===== config.mk =====
export PLATFORM = sky130hd
export DESIGN_NAME = crc_framed_packet_resync_deframer_top
export DESIGN_NICKNAME = d
export VERILOG_FILES = /design/src/rtl/cfpd_pkg.sv /design/src/rtl/cfpd_fifo.sv /design/src/rtl/cfpd_engine.sv /design/src/rtl/crc_framed_packet_resync_deframer_top.sv
export VERILOG_INCLUDE_DIRS = /design/src /design/src/rtl
export SDC_FILE = /design/constraint.sdc
export NUM_CORES = 2
export LEC_CHECK = 0
export CAP_MARGIN = 20
export CELL_PAD_IN_SITES_DETAIL_PLACEMENT = 0
export CELL_PAD_IN_SITES_GLOBAL_PLACEMENT = 1
export CORE_UTILIZATION = 50
export CTS_CLUSTER_SIZE = 30
export DETAILED_ROUTE_END_ITERATION = 7
export DONT_BUFFER_PORTS = 1
export GPL_ROUTABILITY_DRIVEN = 0
export PLACE_DENSITY = 0.82
export SYNTH_ARGS = -nofsm -noshare
export SYNTH_HDL_FRONTEND = slang
export SYNTH_HIERARCHICAL = 1
export SYNTH_SLANG_ARGS = --single-unit

===== constraint.sdc =====
create_clock -name clk_i -period 6.6 [get_ports clk_i]
set_input_delay 0.66 -clock clk_i [delete_from_list [all_inputs] [get_ports clk_i]]
set_output_delay 0.66 -clock clk_i [all_outputs]
set_load 0.01 [all_outputs]

===== src/rtl/assert_macros.svh =====
// Assertion macros used by the deframer engine RTL.
// Depends on nothing; the checks vanish when SYNTH is defined.
`ifndef ASSERT_MACROS_SVH
`define ASSERT_MACROS_SVH
`ifndef SYNTH
`define CFPD_ASSERT(lbl, clk, rstn, prop) \
  lbl: assert property (@(posedge clk) disable iff (!rstn) prop) \
    else $error("deframer assertion failed");
`define CFPD_NEVER(lbl, clk, rstn, cond) \
  lbl: assert property (@(posedge clk) disable iff (!rstn) !(cond)) \
    else $error("deframer forbidden condition");
`else
`define CFPD_ASSERT(lbl, clk, rstn, prop)
`define CFPD_NEVER(lbl, clk, rstn, cond)
`endif
`endif


===== src/rtl/cfpd_pkg.sv =====
// Shared types, constants and the CRC-32 byte step of the deframer.
// Depends on nothing.
package cfpd_pkg;

  localparam int HdrBytes       = 24;
  localparam int MaxPayloadDflt = 64;
  localparam int HdrCrcBytes    = 20;
  localparam int KeepBytes      = 3;
  localparam int QueueDepth     = 2;

  localparam logic [31:0] CrcPoly    = 32'hEDB88320;
  localparam logic [31:0] CrcInit    = 32'hFFFFFFFF;
  localparam logic [15:0] VersionOne = 16'd1;
  localparam logic [15:0] FlagsReset = 16'd3;

  localparam logic [7:0] Magic0 = 8'h41;
  localparam logic [7:0] Magic1 = 8'h50;
  localparam logic [7:0] Magic2 = 8'h50;
  localparam logic [7:0] Magic3 = 8'h31;

  typedef enum logic [2:0] {
    ERR_NONE  = 3'd0,
    ERR_LEN   = 3'd1,
    ERR_VER   = 3'd2,
    ERR_FLAGS = 3'd3,
    ERR_HCRC  = 3'd4,
    ERR_PCRC  = 3'd5
  } err_e;

  typedef enum logic [2:0] {
    ST_IDLE,
    ST_MSCAN,
    ST_HDR,
    ST_CHK,
    ST_PCRC,
    ST_EMIT,
    ST_EMITW,
    ST_STATUS
  } st_e;

  typedef struct packed {
    logic       kind;
    logic [7:0] data_byte;
  } item_t;

  typedef struct packed {
    logic        found;
    logic [2:0]  error_code;
    logic [15:0] msg_type;
    logic [31:0] sequence_res;
    logic [15:0] flag_bits;
    logic [6:0]  payload_length;
    logic [7:0]  payload_byte;
    logic [5:0]  byte_index;
    logic        last;
  } result_t;

  function automatic logic [31:0] crc_byte(input logic [31:0] c, input logic [7:0] b);
    logic [31:0] t;
    t = c ^ {24'd0, b};
    for (int i = 0; i < 8; i++) begin
      t = (t >> 1) ^ (t[0] ? CrcPoly : 32'd0);
    end
    return t;
  endfunction

endpackage


===== src/rtl/cfpd_fifo.sv =====
// Small first-in first-out queue used on the input and result sides.
// Depends on nothing but its parameters.
module cfpd_fifo #(
  parameter int W     = 8,
  parameter int Depth = 2
) (
  input  logic         clk_i,
  input  logic         rst_ni,
  input  logic         push_i,
  input  logic [W-1:0] wdata_i,
  output logic         full_o,
  input  logic         pop_i,
  output logic [W-1:0] rdata_o,
  output logic         empty_o
);

  localparam int PtrW = (Depth > 1) ? $clog2(Depth) : 1;
  localparam int CntW = $clog2(Depth + 1);

  logic [W-1:0]    mem_q [Depth];
  logic [PtrW-1:0] wptr_q, rptr_q;
  logic [CntW-1:0] cnt_q;
  logic            do_push, do_pop;

  assign full_o  = (cnt_q == CntW'(Depth));
  assign empty_o = (cnt_q == '0);
  assign do_push = push_i && !full_o;
  assign do_pop  = pop_i && !empty_o;
  assign rdata_o = mem_q[rptr_q];

  function automatic logic [PtrW-1:0] inc(input logic [PtrW-1:0] p);
    return (p == PtrW'(Depth - 1)) ? '0 : p + PtrW'(1);
  endfunction

  always_ff @(posedge clk_i or negedge rst_ni) begin
    if (!rst_ni) begin
      wptr_q <= '0;
      rptr_q <= '0;
      cnt_q  <= '0;
    end else begin
      if (do_push) wptr_q <= inc(wptr_q);
      if (do_pop) rptr_q <= inc(rptr_q);
      if (do_push && !do_pop) cnt_q <= cnt_q + CntW'(1);
      else if (do_pop && !do_push) cnt_q <= cnt_q - CntW'(1);
    end
  end

  always_ff @(posedge clk_i) begin
    if (do_push) mem_q[wptr_q] <= wdata_i;
  end

endmodule


===== src/rtl/cfpd_engine.sv =====
// Buffer, resync scan, header and CRC checks and result generation.
// Depends on cfpd_pkg and assert_macros.svh.
`include "assert_macros.svh"
module cfpd_engine import cfpd_pkg::*; #(
  parameter int MaxPayload = MaxPayloadDflt
) (
  input  logic        clk_i,
  input  logic        rst_ni,
  input  logic [15:0] allowed_flags_i,
  input  item_t       in_item_i,
  input  logic        in_empty_i,
  output logic        in_pop_o,
  output result_t     out_item_o,
  input  logic        out_full_i,
  output logic        out_push_o
);

  localparam int BufDepth = HdrBytes + MaxPayload;
  localparam int AddrW    = $clog2(BufDepth);
  localparam int CntW     = $clog2(BufDepth + 1);

  st_e state_q, state_d;

  logic [7:0]       mem [BufDepth];
  logic [7:0]       rdata_q;
  logic             re, we;
  logic [AddrW-1:0] ra, wa;

  logic [AddrW-1:0] head_q, head_d;
  logic [CntW-1:0]  count_q, count_d, off_q, off_d, doff_q, doff_d, drop_n;
  logic             dv_q, dv_d, do_drop;
  logic [7:0]       w_q [3];
  logic [31:0]      crc_q, crc_d;
  logic [15:0]      ver_q, type_q, len_q, flags_q;
  logic [31:0]      seq_q, pcrc_q, hcrc_q;
  logic [2:0]       held_q, held_d;
  logic [5:0]       k_q, k_d;

  logic             magic_hit, scan_end, hdr_done, pcrc_done, emit_last;
  logic             short_hdr, len_bad, short_frame;
  logic [2:0]       chk_err;
  logic [CntW-1:0]  pend_end;
  logic [6:0]       nres;

  function automatic logic [AddrW-1:0] wrap_add(input logic [AddrW-1:0] a,
                                                input logic [CntW-1:0] b);
    logic [CntW:0] s;
    s = (CntW+1)'(a) + (CntW+1)'(b);
    if (s >= (CntW+1)'(BufDepth)) s = s - (CntW+1)'(BufDepth);
    return s[AddrW-1:0];
  endfunction

  assign magic_hit = dv_q && (doff_q >= CntW'(3)) && (w_q[2] == Magic0) &&
                     (w_q[1] == Magic1) && (w_q[0] == Magic2) && (rdata_q == Magic3);
  assign scan_end  = !dv_q && (off_q >= count_q);
  assign hdr_done  = dv_q && (doff_q == CntW'(HdrBytes - 1));
  assign pend_end  = CntW'(HdrBytes) + len_q[CntW-1:0];
  assign pcrc_done = !dv_q && (off_q >= pend_end);
  assign short_hdr = count_q < CntW'(HdrBytes);
  assign len_bad   = len_q > 16'(MaxPayload);
  assign short_frame = 17'(count_q) < (17'(HdrBytes) + 17'(len_q));
  assign nres      = (len_q == 16'd0) ? 7'd1 : len_q[6:0];
  assign emit_last = (7'(k_q) + 7'd1) == nres;

  always_comb begin
    if (ver_q != VersionOne) chk_err = ERR_VER;
    else if ((flags_q & ~allowed_flags_i) != 16'd0) chk_err = ERR_FLAGS;
    else if (hcrc_q != ~crc_q) chk_err = ERR_HCRC;
    else chk_err = ERR_NONE;
  end

  always_comb begin
    state_d = state_q;
    unique case (state_q)
      ST_IDLE:   if (!in_empty_i) state_d = ST_MSCAN;
      ST_MSCAN: begin
        if (magic_hit) state_d = ST_HDR;
        else if (scan_end) state_d = ST_STATUS;
      end
      ST_HDR:    if (hdr_done) state_d = ST_CHK;
      ST_CHK: begin
        if (short_hdr) state_d = ST_STATUS;
        else if (len_bad) state_d = ST_MSCAN;
        else if (short_frame) state_d = ST_STATUS;
        else if (chk_err != ERR_NONE) state_d = ST_MSCAN;
        else state_d = ST_PCRC;
      end
      ST_PCRC: begin
        if (pcrc_done) state_d = (pcrc_q == ~crc_q) ? ST_EMIT : ST_MSCAN;
      end
      ST_EMIT:   state_d = ST_EMITW;
      ST_EMITW: begin
        if (!out_full_i) state_d = emit_last ? ST_IDLE : ST_EMIT;
      end
      ST_STATUS: if (!out_full_i) state_d = ST_IDLE;
      default:   state_d = ST_IDLE;
    endcase
  end

  always_comb begin
    head_d     = head_q;
    count_d    = count_q;
    off_d      = off_q;
    doff_d     = off_q;
    dv_d       = 1'b0;
    crc_d      = crc_q;
    held_d     = held_q;
    k_d        = k_q;
    re         = 1'b0;
    ra         = wrap_add(head_q, off_q);
    we         = 1'b0;
    wa         = wrap_add(head_q, count_q);
    do_drop    = 1'b0;
    drop_n     = '0;
    in_pop_o   = 1'b0;
    out_push_o = 1'b0;
    out_item_o = '0;
    unique case (state_q)
      ST_IDLE: begin
        off_d = '0;
        if (!in_empty_i) begin
          in_pop_o = 1'b1;
          if (!in_item_i.kind && (count_q < CntW'(BufDepth))) begin
            we      = 1'b1;
            count_d = count_q + CntW'(1);
          end
        end
      end
      ST_MSCAN: begin
        if (off_q < count_q) begin
          re    = 1'b1;
          off_d = off_q + CntW'(1);
          dv_d  = 1'b1;
        end
        if (magic_hit) begin
          do_drop = 1'b1;
          drop_n  = doff_q - CntW'(3);
          dv_d    = 1'b0;
          off_d   = '0;
          crc_d   = CrcInit;
        end else if (scan_end && (count_q > CntW'(KeepBytes))) begin
          do_drop = 1'b1;
          drop_n  = count_q - CntW'(KeepBytes);
        end
      end
      ST_HDR: begin
        if (off_q < CntW'(HdrBytes)) begin
          re    = 1'b1;
          off_d = off_q + CntW'(1);
          dv_d  = 1'b1;
        end
        if (dv_q && (doff_q < CntW'(HdrCrcBytes))) crc_d = crc_byte(crc_q, rdata_q);
      end
      ST_CHK: begin
        off_d = '0;
        if (short_hdr) begin
          off_d = '0;
        end else if (len_bad) begin
          held_d  = ERR_LEN;
          do_drop = 1'b1;
          drop_n  = CntW'(1);
        end else if (!short_frame) begin
          if (chk_err != ERR_NONE) begin
            held_d  = chk_err;
            do_drop = 1'b1;
            drop_n  = CntW'(1);
          end else begin
            off_d = CntW'(HdrBytes);
            crc_d = CrcInit;
          end
        end
      end
      ST_PCRC: begin
        if (off_q < pend_end) begin
          re    = 1'b1;
          off_d = off_q + CntW'(1);
          dv_d  = 1'b1;
        end
        if (dv_q) crc_d = crc_byte(crc_q, rdata_q);
        if (pcrc_done) begin
          off_d = '0;
          k_d   = '0;
          if (pcrc_q == ~crc_q) begin
            held_d = ERR_NONE;
          end else begin
            held_d  = ERR_PCRC;
            do_drop = 1'b1;
            drop_n  = CntW'(1);
          end
        end
      end
      ST_EMIT: begin
        re = 1'b1;
        ra = wrap_add(head_q, CntW'(HdrBytes) + CntW'(k_q));
      end
      ST_EMITW: begin
        out_item_o.found          = 1'b1;
        out_item_o.error_code     = ERR_NONE;
        out_item_o.msg_type       = type_q;
        out_item_o.sequence_res   = seq_q;
        out_item_o.flag_bits      = flags_q;
        out_item_o.payload_length = len_q[6:0];
        out_item_o.payload_byte   = (len_q == 16'd0) ? 8'd0 : rdata_q;
        out_item_o.byte_index     = k_q;
        out_item_o.last           = emit_last;
        if (!out_full_i) begin
          out_push_o = 1'b1;
          if (emit_last) begin
            do_drop = 1'b1;
            drop_n  = CntW'(HdrBytes) + len_q[CntW-1:0];
          end else begin
            k_d = k_q + 6'd1;
          end
        end
      end
      ST_STATUS: begin
        out_item_o.error_code = held_q;
        out_item_o.last       = 1'b1;
        out_push_o            = !out_full_i;
      end
      default: begin
        off_d = '0;
      end
    endcase
    if (do_drop) begin
      head_d  = wrap_add(head_q, drop_n);
      count_d = count_q - drop_n;
    end
  end

  always_ff @(posedge clk_i or negedge rst_ni) begin
    if (!rst_ni) begin
      state_q <= ST_IDLE;
      head_q  <= '0;
      count_q <= '0;
      off_q   <= '0;
      dv_q    <= 1'b0;
      held_q  <= ERR_NONE;
      k_q     <= '0;
    end else begin
      state_q <= state_d;
      head_q  <= head_d;
      count_q <= count_d;
      off_q   <= off_d;
      dv_q    <= dv_d;
      held_q  <= held_d;
      k_q     <= k_d;
    end
  end

  always_ff @(posedge clk_i) begin
    doff_q <= doff_d;
    crc_q  <= crc_d;
    if (dv_q) begin
      w_q[2] <= w_q[1];
      w_q[1] <= w_q[0];
      w_q[0] <= rdata_q;
    end
    if (state_q == ST_HDR && dv_q) begin
      case (doff_q) inside
        CntW'(4), CntW'(5):   ver_q[8*doff_q[0] +: 8] <= rdata_q;
        CntW'(6), CntW'(7):   type_q[8*doff_q[0] +: 8] <= rdata_q;
        [CntW'(8):CntW'(11)]:  seq_q[8*doff_q[1:0] +: 8] <= rdata_q;
        CntW'(12), CntW'(13): len_q[8*doff_q[0] +: 8] <= rdata_q;
        CntW'(14), CntW'(15): flags_q[8*doff_q[0] +: 8] <= rdata_q;
        [CntW'(16):CntW'(19)]: pcrc_q[8*doff_q[1:0] +: 8] <= rdata_q;
        [CntW'(20):CntW'(23)]: hcrc_q[8*doff_q[1:0] +: 8] <= rdata_q;
        default: ;
      endcase
    end
  end

  always_ff @(posedge clk_i) begin
    if (we) mem[wa] <= in_item_i.data_byte;
    if (re) rdata_q <= mem[ra];
  end

  `CFPD_ASSERT(a_count_bound, clk_i, rst_ni, count_q <= CntW'(BufDepth))
  `CFPD_NEVER(a_push_full, clk_i, rst_ni, out_push_o && out_full_i)
  `CFPD_ASSERT(a_pop_idle, clk_i, rst_ni, in_pop_o |-> (state_q == ST_IDLE && !in_empty_i))
  `CFPD_ASSERT(a_head_bound, clk_i, rst_ni, head_q < AddrW'(BufDepth))

endmodule


===== src/rtl/crc_framed_packet_resync_deframer_top.sv =====
// Top level of the magic-word framed packet deframer with CRC-32 checks.
// Depends on cfpd_pkg, cfpd_fifo and cfpd_engine.
//
//   channel   handshake            payload
//   input     push / full          kind_i, data_byte_i
//   result    empty / pop          found_o ... last_o
//   config    psel/penable/pready  paddr, pwdata, prdata
//
// For an accepted frame, one buffer read port serves the magic search, the 24 header
// reads, the payload CRC pass and the result beats, each beat passing through an emit
// read state and an emit wait state. A pass that finds no frame reads every buffered
// byte; each rejected candidate adds a rescan.
// Reset clears the buffer fill, the held error and the queues, not the buffer itself.
// A full result queue stalls the back part while the input queue keeps accepting beats until it fills.
module crc_framed_packet_resync_deframer_top import cfpd_pkg::*; #(
  parameter int MaxPayload = MaxPayloadDflt
) (
  input  logic        clk_i,
  input  logic        rst_ni,
  input  logic        push,
  output logic        full,
  input  logic        kind_i,
  input  logic [7:0]  data_byte_i,
  output logic        empty,
  input  logic        pop,
  output logic        found_o,
  output logic [2:0]  error_code_o,
  output logic [15:0] msg_type_o,
  output logic [31:0] sequence_res_o,
  output logic [15:0] flag_bits_o,
  output logic [6:0]  payload_length_o,
  output logic [7:0]  payload_byte_o,
  output logic [5:0]  byte_index_o,
  output logic        last_o,
  input  logic        psel,
  input  logic        penable,
  input  logic        pwrite,
  input  logic [2:0]  paddr,
  input  logic [31:0] pwdata,
  output logic [31:0] prdata,
  output logic        pready
);

  logic [15:0] allowed_q;
  item_t       in_w, in_r;
  result_t     res_w, res_r;
  logic        in_empty, in_pop, res_full, res_push;

  assign pready = 1'b1;
  assign prdata = paddr[2] ? 32'd0 : {16'd0, allowed_q};

  always_ff @(posedge clk_i or negedge rst_ni) begin
    if (!rst_ni) begin
      allowed_q <= FlagsReset;
    end else if (psel && penable && pwrite && pready && !paddr[2]) begin
      allowed_q <= pwdata[15:0];
    end
  end

  assign in_w.kind      = kind_i;
  assign in_w.data_byte = data_byte_i;

  cfpd_fifo #(.W($bits(item_t)), .Depth(QueueDepth)) u_in_q (
    .clk_i, .rst_ni,
    .push_i(push), .wdata_i(in_w), .full_o(full),
    .pop_i(in_pop), .rdata_o(in_r), .empty_o(in_empty)
  );

  cfpd_engine #(.MaxPayload(MaxPayload)) u_engine (
    .clk_i, .rst_ni,
    .allowed_flags_i(allowed_q),
    .in_item_i(in_r), .in_empty_i(in_empty), .in_pop_o(in_pop),
    .out_item_o(res_w), .out_full_i(res_full), .out_push_o(res_push)
  );

  cfpd_fifo #(.W($bits(result_t)), .Depth(QueueDepth)) u_res_q (
    .clk_i, .rst_ni,
    .push_i(res_push), .wdata_i(res_w), .full_o(res_full),
    .pop_i(pop), .rdata_o(res_r), .empty_o(empty)
  );

  assign found_o          = res_r.found;
  assign error_code_o     = res_r.error_code;
  assign msg_type_o       = res_r.msg_type;
  assign sequence_res_o   = res_r.sequence_res;
  assign flag_bits_o      = res_r.flag_bits;
  assign payload_length_o = res_r.payload_length;
  assign payload_byte_o   = res_r.payload_byte;
  assign byte_index_o     = res_r.byte_index;
  assign last_o           = res_r.last;

endmodule

==> results by stage <==
Worst setup path:
- The arrival time of data at the critical path endpoint is 6.00 ns.
- STA classifies the critical path startpoint as a flop.
- The kind of cell adding the most delay to the critical path is compound AO/OA/AOI/OAI gates.
- STA classifies the critical path endpoint as a flop.
- The highest-delay cell along the critical path is buf_4.
- The critical path contains buffers and inverters numbering 3 combined.
- Traced cell by cell, the critical path runs through ha_1 -> ha_1 -> inv_1 -> fa_1 -> xnor2_1 -> a31oi_1 -> nand4_1 -> a311oi_4 -> mux2i_4 -> buf_4 -> nand4_1 -> a211oi_1 -> a2111oi_1 -> buf_4 -> a211oi_1.
- At the worst endpoint, the required time is slightly above 7 ns.
- The largest fanout on the critical path is 48.
- For this run, the slowest stage of the critical path takes 0.58 ns.
- The critical path in this run is classified as flop to flop.

STA:
- The final number of max-transition violations is 0.
- Setup violations remaining at the end of the flow were counted as 0.
- Timing would allow up to 182.4 MHz.
- For the final database, setup skew stands at between 0.06 and 0.07 ns.
- Summed over all failing endpoints, the final setup total negative slack is 0 ns.
- The headroom to the max-slew limit is about a quarter.
- The transition time at the pin with the least slew margin is 1.139 ns.
- Setup repair after global routing left no endpoint under its margin.
- The final period demand of the worst path is between 5 and 6 ns.
- The final cycle utilization of the critical path is approximately 83%.
- The count of endpoints failing hold in the final timing report is 0.

Floorplan:
- The die is 325.9 um wide.
- The die is approximately 330 um tall.
- Row generation in the floorplan step produced about 120 rows.
- The die covers between 100000 and 150000 sq um.
- The initial standard-cell utilization of the core is around half.
- The core footprint is about 100000 sq um.
- Pin placement for this block handled between 150 and 200 I/O pins.

Power and ir drop:
- Overall power consumption after layout is estimated at between 30000 and 40000 uW.
- For this design the total switching power over the nets is 13480 uW.
- The clock network accounts for a little over a fifth of the total power.
- The internal portion of the total power is roughly 18000 uW.
- The worst supply voltage drop on vdd is between 0.7 and 0.8 mV.
- The combinational fraction of design power is 46.5%.
- The net switching share of the total power is a little over two fifths.
- The power per cell area is approximately 550 nW/um^2.
- The static power due to leakage is approximately 0.021 uW.
- The part of the total power dissipated in sequential elements is around a third.

Yosys:
- Among all flip-flop cells after synthesis, the most frequent one is edfxtp_1.
- The count of mapped cells out of synthesis is 3944.
- After synthesis, the mean cell area works out to roughly 13 sq um.
- During synthesis, Yosys emitted a total of 6 warnings.
- After synthesis, flip-flops and latches occupy around 68% of the total area.
- The fraction of registers with async set/reset is roughly 4.9%.
- Yosys mapped a number of flops with a built-in enable equal to 1126.
- The netlist uses 90 different library cells.
- The flip-flop and latch count after synthesis is 1191.
- The mapped cell area is around 52000 sq um.

Min path:
- The path class of the tightest hold or removal check is primary input to flop.

Job:
- The count of max-cap constraint violations is 0.

Clock tree:
- Clock tree synthesis inserted a total of about 120 buffers.
- The largest buffer count on any clock path is 3.
- The number of setup buffers added after CTS is 0.
- The number of sinks on the clock net is ~1200.
- The clock tree synthesis step divided the H-tree into 3 levels.
- The clock root buffer is clkbuf_16.
- The clock tree from TritonCTS is built.
- The clock-pin slew of the registers on the worst-case setup and hold paths is around 0.06 ns.
- The worst-skew pair later-pin latency is roughly 0.75 ns.

GRT:
- After global routing the overflow that remains totals 0.
- The initial antenna violation count is 0.
- The via count of the first global-routing pass is approximately 31000.
- The pin count of the biggest net entering global routing is between 100 and 150.
- The global-route wire length before repair is 188.0 mm.
- Global routing consumed, over all layers together, about 23% of the routing resources.

Routing:
- The final antenna-violating net count is 0.
- For this run, design rule violations remaining after detail routing come to 0.
- For this block, the initial DRC count from the detailed router was between 3000 and 4000.
- In the final routed layout, each cell accounts on average for between 20 and 25 um.
- The number of iterations in the first detailed-routing pass is 6.
- After detailed routing, the total wire length is about 120 mm.
- The average vias per placed instance is roughly 5.9.
- The routed layout has between 30000 and 40000 vias.

Finish:
- After the last flow step, the layout net total stands at 4088.
- The synthesis-to-finish area growth is 10.68%.
- Measured on the finished design, the core utilization comes to 55.93%.
- Of the cells placed in the final design, the portion with a size suffix greater than 1 is about an eighth.
- The number of antenna diodes in the final layout is 0.

Placement:
- Port buffering added 0 buffers.
- After legalization and detailed placement, the total HPWL measured between 70 and 80 mm.

Status:
- The run finished with clean final reports.
-- layout make-up --
class | instances | area (sq um)
clock buffers | 142 | 3020
multi-input cells | 2455 | 15810
inverters | 80 | 300.3
flip-flops and latches | 1191 | 35410
clock inverters | 77 | 867.1
repair buffers | 112 | 920.9
fillers | 8198 | 45740
well taps | 1380 | 1727
-- cell usage after synthesis, types with 8 or more instances --
cell,instances,area [sq um]
edfxtp_1,1126,33810
nand2_1,724,2718
nand3_1,246,1231
nor2_1,155,581.8
clkbuf_1,154,578.1
and3_1,138,863.3
xnor2_1,113,989.7
mux2_4,99,1486
nor3_1,82,410.4
inv_1,78,292.8
ha_1,76,950.9
xor2_1,75,656.9
a21oi_1,66,330.3
o21ai_0,66,330.3
a31oi_1,61,381.6
nand4_1,60,375.4
dfrtp_1,56,1401
o211ai_1,44,330.3
a211oi_1,41,307.8
mux2_2,33,371.6
mux2i_1,32,320.3
nor4_1,26,162.7
and2_1,25,156.4
nand2b_1,25,156.4
buf_1,24,90.09
buf_4,21,157.7
nor2b_1,21,131.4
buf_2,20,100.1
a21o_1,19,142.6
a2111oi_0,18,157.7
mux4_2,16,360.4
a311oi_1,15,131.4
a2111oi_2,9,135.1
buf_12,9,180.2
nor4b_1,9,78.83
a32oi_1,8,70.07
o21bai_1,8,60.06
o31ai_1,8,60.06
-- power groups by stage --
| stage | combinational (uW) | clock [uW] | sequential (uW) |
|---|---|---|---|
| final | 14800 | 6670 | 10400 |
| after global routing | 16000 | 7060 | 10500 |
| after CTS | 14700 | 6780 | 10400 |
| after detailed placement | 14700 | 0 | 10600 |
| after global placement | 14500 | 0 | 10500 |
| after floorplan | 10200 | 0 | 10200 |
-- state kept, by name, indices dropped and copies added (netlist names), 18 cells and up --
register / cells
u_in_q/mem_q: 18
u_engine/w_q: 24
u_engine/seq_q: 32
u_engine/crc_q: 32
u_engine/hcrc_q: 32
u_engine/mem: 704
u_res_q/mem_q: 180
u_engine/pcrc_q: 32
-- worst register-to-register path, cell delays in order (launching register included) --
cell       delay (ns)
dfrtp_1          0.52
ha_1             0.35
ha_1             0.19
inv_1            0.06
fa_1             0.45
xnor2_1          0.24
a31oi_1          0.37
nand4_1          0.23
a311oi_4         0.51
mux2i_4          0.34
buf_4            0.58
nand4_1          0.35
a211oi_1         0.51
a2111oi_1        0.13
buf_4            0.20
a211oi_1         0.23
-- layout by cell type, fill, tap and decap left out, drive strengths merged, types with 19 or more instances in the layout --
master and n:
xor2 75, a2111oi 28, ha 76, and2 26, nand2 726, mux2i 32, o21ai 72, nand4 60
and3 138, nor2b 21, nor3 82, a31oi 61, inv 82, buf 107, nand2b 25, nand3 246
mux2 139, nor2 155, dfrtp 56, nor4 26, a21oi 68, clkbuf 146, o211ai 44, a211oi 44
edfxtp 1126, a21o 19, xnor2 114, clkinv 58
-- kinds of logic after synthesis --
kind of cell             share of synthesized area, %
AND/OR/NAND/NOR                                 13.69
flip-flops                                      67.51
AO/OA/AOI/OAI                                   5.835
buffers and inverters                           2.789
XOR/XNOR                                        3.170
multiplexers                                    4.991
adder cells (fa/ha/maj)                         2.004
other                                         0.01432
-- per-layer routing --
| metal | up-vias | global-route usage (%) | wire length (um) | share of wire (%) |
|---|---|---|---|---|
| met2 | 1291 | 37.86 | 60190 | 48 |
| met3 | 224 | 3.106 | 8874 | 7.1 |
| met4 | 0 | 9.043 | 4471 | 3.6 |
| met5 | - | 0 | 0 | 0 |
| met1 | 15921 | 31.71 | 51170 | 41 |
| li1 | 14609 | - | - | - |
-- per-stage QoR --
step,setup WS (ns),instances,instance area [sq um],hold WS [ns]
after floorplan,1.069,3959,52510,0.3644
after global placement,1.386,5199,54000,0.3681
after detailed placement,1.308,5208,54060,0.3678
after CTS,1.248,5429,57980,0.004805
after global routing,0.9705,5437,58050,0.01381
final,1.116,5437,58050,0.04496
-- worst paths after layout --
path / startpoint / end / slack, ns / depth (start not counted)
setup / recovery: u_engine/head_q[1] / u_engine/rdata_q[5] / 1.12 / 15
hold / removal: data_byte_i[1] / u_in_q/mem_q[1][1] / 0.04 / 0
setup reg to reg: u_engine/head_q[1] / u_engine/rdata_q[5] / 1.12 / 15
hold reg to reg: u_engine/w_q[0][4] / u_engine/w_q[0][12] / 0.40 / 0
max in group asynchronous: rst_ni / u_engine/head_q[5] / 5.75 / 2
min in group asynchronous: rst_ni / allowed_q[11] / 0.52 / 2
-- timing repair --
item,CTS,global route
hold buffers,2,0
hold endpoints to repair,58,0
resized for setup,0,0
Note: power is estimated with default switching activity, not from simulation.
